**config.mk**
```make
export PLATFORM = sky130hd
export DESIGN_NAME = tpss_csr
export DESIGN_NICKNAME = d
export VERILOG_FILES = /design/src/rtl/tpss_pkg.sv /design/src/rtl/tpss_csr.sv
export SDC_FILE = /design/constraint.sdc
export NUM_CORES = 1
export LEC_CHECK = 0
export ABC_AREA = 1
export BUFFER_PORTS_ARGS = -buffer_cell sky130_fd_sc_hd__buf_4
export CORE_ASPECT_RATIO = 1.75
export CORE_MARGIN = 1
export CORE_UTILIZATION = 53
export DETAILED_ROUTE_END_ITERATION = 12
export PLACE_DENSITY = 0.8
export SYNTH_ARGS = -nofsm -noshare
export SYNTH_HDL_FRONTEND = slang
export SYNTH_SLANG_ARGS = --single-unit
```
**constraint.sdc**
```tcl
create_clock -name clock -period 1.5 [get_ports clock]
set_input_delay 0.225 -clock clock [delete_from_list [all_inputs] [get_ports clock]]
set_output_delay 0.225 -clock clock [all_outputs]
set_load 0.1 [all_outputs]
```
**src/rtl/tpss_pkg.sv**
```systemverilog
// ---------------------------------------------------------------------------
// tpss_pkg
// Shared widths, register indexes and helper types for the pulse source.
// ---------------------------------------------------------------------------
package tpss_pkg;

   localparam int TIME_W  = 32;
   localparam int LEVEL_W = 16;
   localparam int ADDR_W  = 5;

   typedef enum logic [2:0] {
      REG_RAMP_LOW     = 3'd0,
      REG_RAMP_HIGH    = 3'd1,
      REG_RISE_TICKS   = 3'd2,
      REG_WIDTH_TICKS  = 3'd3,
      REG_FALL_TICKS   = 3'd4,
      REG_PERIOD_TICKS = 3'd5,
      REG_REF_TARGET   = 3'd6,
      REG_SETTLE_TICKS = 3'd7
   } reg_index_type;

   typedef enum logic [1:0] {
      SEG_LOW  = 2'd0,
      SEG_RISE = 2'd1,
      SEG_HIGH = 2'd2,
      SEG_FALL = 2'd3
   } segment_type;

   typedef struct packed {
      logic signed [LEVEL_W-1:0] ramp_low;
      logic signed [LEVEL_W-1:0] ramp_high;
      logic [TIME_W-1:0]         rise_ticks;
      logic [TIME_W-1:0]         width_ticks;
      logic [TIME_W-1:0]         fall_ticks;
      logic [TIME_W-1:0]         period_ticks;
      logic signed [LEVEL_W-1:0] ref_target;
      logic [TIME_W-1:0]         settle_ticks;
   } cfg_type;

endpackage

```
**src/rtl/tpss_csr.sv**
```systemverilog
// ---------------------------------------------------------------------------
// tpss_csr
// Register file behind the configuration port.
// ---------------------------------------------------------------------------
module tpss_csr (
   input  logic                          clock,
   input  logic                          reset,
   input  logic                          psel,
   input  logic                          penable,
   input  logic                          pwrite,
   input  logic [tpss_pkg::ADDR_W-1:0]   paddr,
   input  logic [31:0]                   pwdata,
   output logic [31:0]                   prdata,
   output logic                          pready,
   output tpss_pkg::cfg_type             cfg
);
   import tpss_pkg::*;

   cfg_type cfg_ff;
   cfg_type cfg_in;
   logic    wr_en;
   logic    addr_ok;
   reg_index_type idx;

   assign pready  = 1'b1;
   assign idx     = reg_index_type'(paddr[ADDR_W-1:2]);
   assign addr_ok = (paddr[1:0] == 2'b00);
   assign wr_en   = psel && penable && pwrite && addr_ok;

   always_comb begin
      cfg_in = cfg_ff;
      if (wr_en) begin
         case (idx)
            REG_RAMP_LOW:     cfg_in.ramp_low     = pwdata[LEVEL_W-1:0];
            REG_RAMP_HIGH:    cfg_in.ramp_high    = pwdata[LEVEL_W-1:0];
            REG_RISE_TICKS:   cfg_in.rise_ticks   = pwdata;
            REG_WIDTH_TICKS:  cfg_in.width_ticks  = pwdata;
            REG_FALL_TICKS:   cfg_in.fall_ticks   = pwdata;
            REG_PERIOD_TICKS: cfg_in.period_ticks = pwdata;
            REG_REF_TARGET:   cfg_in.ref_target   = pwdata[LEVEL_W-1:0];
            REG_SETTLE_TICKS: cfg_in.settle_ticks = pwdata;
            default: ;
         endcase
      end
   end

   always_ff @(posedge clock) begin
      if (reset) begin
         cfg_ff.ramp_low     <= '0;
         cfg_ff.ramp_high    <= '0;
         cfg_ff.rise_ticks   <= 32'd1;
         cfg_ff.width_ticks  <= 32'd1;
         cfg_ff.fall_ticks   <= 32'd1;
         cfg_ff.period_ticks <= 32'd1;
         cfg_ff.ref_target   <= '0;
         cfg_ff.settle_ticks <= '0;
      end else begin
         cfg_ff <= cfg_in;
      end
   end

   always_comb begin
      prdata = '0;
      case (idx)
         REG_RAMP_LOW:     prdata = {{16{cfg_ff.ramp_low[15]}}, cfg_ff.ramp_low};
         REG_RAMP_HIGH:    prdata = {{16{cfg_ff.ramp_high[15]}}, cfg_ff.ramp_high};
         REG_RISE_TICKS:   prdata = cfg_ff.rise_ticks;
         REG_WIDTH_TICKS:  prdata = cfg_ff.width_ticks;
         REG_FALL_TICKS:   prdata = cfg_ff.fall_ticks;
         REG_PERIOD_TICKS: prdata = cfg_ff.period_ticks;
         REG_REF_TARGET:   prdata = {{16{cfg_ff.ref_target[15]}}, cfg_ff.ref_target};
         REG_SETTLE_TICKS: prdata = cfg_ff.settle_ticks;
         default:          prdata = '0;
      endcase
   end

   assign cfg = cfg_ff;

endmodule

```
# --- Yosys cells after proc, flatten, opt, wreduce, memory -nomap -nowiden ---
# Index checks and enable logic that the tools add are counted.
word_totals:
  output_inout_bits: 241
  in_bits: 42
  regBits: 208
  word_cells: 29
op_classes:
  n_eq_ne: 7
  n_mux: 1
  n_reduce_logical: 13
op_table:
  columns: ["op", "count"]
  rows:
  - ["32-bit one-hot mux with 8 select lines", 1]
  - ["2-bit AND reduction", 8]
  - ["3-bit equality test, second input constant", 4]
  - ["3-bit by 2-bit equality test with 1-bit output, second input constant", 2]
  - ["3-bit by 1-bit equality test with 1-bit output, second input constant", 1]
  - ["1-bit logical AND", 3]
  - ["3-bit zero test", 1]
  - ["2-bit zero test", 1]

# --- Logic depth before layout (Yosys ltp) ---
depth:
  ltp_word: 4
  mapped_depth: 9
  ltp_nobuf: 6

# --- Worst setup path before layout ---
# OpenSTA, ideal clock, no wires.
synth_path:
  path_type: "reg2out"
  startpoint: "register cfg_ff (netlist bit cfg[47])"
  endpoint: "output port prdata[15]"
  n_path_buf: 0
  slack_ns: -1.087
  t_arrival_ns: 2.362
  path_stages_with_launch: 5
  t_required_ns: 1.275
  path_cell_list: "dfxtp_1 > nand4_2 > nand2_1 > nor2_1 > nand3_1"
synth_between:
  elab_chain_cells: 1
synth_rtl:
  columns: ["item", "line", "source"]
  rows:
  - ["start: declaration", "tpss_csr.sv:19", "cfg_type cfg_ff;"]
  - ["start signal: assignment", "tpss_csr.sv:58", "cfg_ff <= cfg_in;"]
  - ["32-bit one-hot mux with 8 select lines", "tpss_csr.sv:64", "case (idx)"]
  - ["end: declaration", "tpss_csr.sv:13", "output logic [31:0] prdata,"]
# No other way between the ends.

# --- Worst setup path after layout ---
layout_path:
  startpoint: "register cfg_ff (netlist bit cfg[47])"
  endpoint: "output port prdata[27]"
# Same word-level chain as after synthesis.

==> impl_metrics.yaml <==
timing:
  fin_crit_ns: 1.93
  fmax_mhz: 519
  rsz0062_at_grt: "yes"
  worst_pin_slew_ns: 0.645
  timing.slew.headroom_pct: 56.9
  finalSetupViolations: 32
  fin_crit_sh_pct: 128
  skew_ns: 0
  fin_ws_ns: -0.426
  hold_violations: 0
  setup_tns_ns: -9.11
  maxSlewViolCount: 0
yosys:
  yosys.area.top_type_share_pct: 39.0
  yosysMostFrequentCell: "nand2_1"
  synth.net_count: 1713
  ys_seq_area_share_pct: 39.0
  synth-main-ff-cell: "dfxtp_1"
  synth.distinct_cells: 19
  avgSynthCellArea_um2: 6.40
  synth-edff-count: 0
  synth_top_cell_by_area: "dfxtp_1"
  synth_area_leaders: "dfxtp_1 39%, nand3_1 13%, nand2_1 12%"
  netlist_area_um2: 10700
  synth-seq-cells: 208
  yosys-top-cells-count: "343 x nand2_1, 295 x nor2_1, 278 x nand3_1, 208 x dfxtp_1, 204 x a21oi_1"
  synthArstFlopShare_pct: 0
  ys_warn_count: 0
  syn-instance-count: 1671
flow_run:
  maxCapViolations: 0
clock_tree:
  cts_tree: "built"
  root_buffer: "clkbuf_16"
  cts_buffers: 20
  clock_tree.buffer_depth: 3
  htree_num_levels: 1
  cts_hold_buf: 0
  clk_pin_slew_ns: 0.07
  clock_sinks: 208
  insertion_delay_ns: 0.50
final_layout:
  design_area_um2: 16400
  fin_cells: 2226
  nets: 2009
  antenna_cells: 0
  drive_above_1_share_pct: 42.2
  final_util_pct: 83.0
  area_growth_pct: 53.3
  nFillCells: 1296
  largest_reg_flops: 208
pwr:
  p_total_w: 0.0123
  powerDensity_nw_per_um2: 748
  peakVddDrop_v: 0.00106
  leakage_nw: 7.58
status:
  status: "finished with violations"
  violations: "negative setup slack"
route:
  dr.pass1.iters: 6
  antenna_left: 0
  wl_per_cell_um: 21.0
  vias_per_cell: 6.11
  drc: 0
  drt_iter0_drc: 1428
  drt_wl_total_um: 46700
  num_vias: 13600
setup_path:
  worstSetupStartpointType: "flop"
  r2r_slack_ns: 0.65
  critPathLaunch: "cfg[47]"
  rr_worst_depth: 4
  cp_max_fo: 6
  cp.arrival_ns: 1.70
  endpoint: "prdata[27]"
  rr_startpoint: "cfg[119]"
  required_ns: 1.27
  critPathCaptureType: "primary output"
  path_class: "reg -> out"
  r2r_end: "cfg[119]"
floorplanning:
  die_x_um: 109
  die_area_um2: 20800
  die_h_um: 190
  coreArea_um2: 19700
  top_level_ports: 283
  initial_core_util_pct: 54.1
  core.rowCount: 68
place:
  place.gp.congestion: 0.963
  dp.cells: 2134
  port_buffers: 281
  placed_area_um2: 14400
  dp_hpwl_um: 30900
global_routing:
  grt_pass1_wl_um: 69000
  grt_antenna_before_repair: 0
  grt_pass1_vias: 12700
  grtUsageTotal_pct: 43.9
  grt_max_degree: 61
  grt_overflow: 0
min_path:
  hp-class: "in -> reg"
-- worst max-delay path, cell delays in order (launching register included) --
cell and delay [ns]:
dfxtp_4 0.38, nand4_4 0.17, nand2_2 0.09, nor2_4 0.24, nand3_4 0.12, buf_12 0.18
-- worst min-delay path by stage --
stage | startpoint | end | slack (ns) | cells past startpoint
finish | pwdata[0] | cfg[80] | 0.06 | 3
global route | pwdata[0] | cfg[48] | 0.07 | 3
CTS | pwdata[0] | cfg[80] | 0.04 | 3
detailed placement | cfg[80] | cfg[80] | 0.46 | 2
global placement | cfg[48] | cfg[48] | 0.45 | 2
floorplan | pwdata[0] | cfg[112] | 0.38 | 2
-- per-stage QoR --
stage | setup slack (ns) | hold slack [ns]
2_1_floorplan | -0.0244 | 0.379
3_3_place_gp | -0.205 | 0.448
3_5_place_dp | -0.212 | 0.458
4_1_cts | -0.366 | 0.0415
5_1_grt | -0.445 | 0.0701
6_report | -0.426 | 0.0560
-- power by group --
group	internal, W	switching [W]
clock network	0.00291	0.00220
logic	0.000470	0.00113
registers	0.00553	0.0000227
total	0.00892	0.00335
-- per-layer routing --
metal  wire length (µm)  track usage, %  vias up
met1              14300            41.7     6260
met3               3840            8.98      318
li1                   -               -     6155
met2              22600            73.1      866
met4               5990            48.4        0
met5                  0               0        -
-- cell families after synthesis --
kind of cell | count (synthesis) | share of synthesized area [%]
other | 1 | 0.0351
DFF | 208 | 39.0
buffers and inverters | 224 | 8.85
and+or+nand+nor | 1034 | 42.6
AOI/OAI and AO/OA | 204 | 9.55
-- cell usage in the layout (no fill, tap or decap), types with 2 or more instances in the layout --
cell       netlist  final
nand3_1        278    231
dfxtp_2          0    203
clkbuf_8         0      3
nor2_2           2     22
nand3_4          0     32
buf_4            1    356
nand2_4          0      2
inv_2            5      4
clkbuf_16        0     22
nor2_4           1     51
buf_6            0      8
nand2_2          0     36
clkbuf_1        33     10
nand2_1        343    305
inv_1           60     59
nor3_4           1      2
nand4_1        111    111
nor2_1         295    225
dfxtp_4          0      5
a21oi_1        204    204
buf_12           0     65
nand3_2          1     16
-- repair_timing --
| action | CTS | global route |
|---|---|---|
| pin swaps | 79 | 43 |
| buffers inserted | 51 | 6 |
| endpoints found under the setup margin | 32 | 35 |
| gates cloned | 2 | 2 |
| resized for setup | 176 | 38 |
-- layout make-up --
| cell class | instances | area, µm² | share of cell area (%) |
|---|---|---|---|
| inverter | 65 | 256 | 1.57 |
| sequential | 208 | 4440 | 27.1 |
| multi-input combinational | 1241 | 6630 | 40.5 |
| clock buffer | 34 | 604 | 3.69 |
| tap | 245 | 307 | 1.87 |
| timing repair buffer | 431 | 4120 | 25.1 |
| clock inverter | 2 | 35.0 | 0.214 |
No activity file was read; power rests on OpenSTA's default activity.
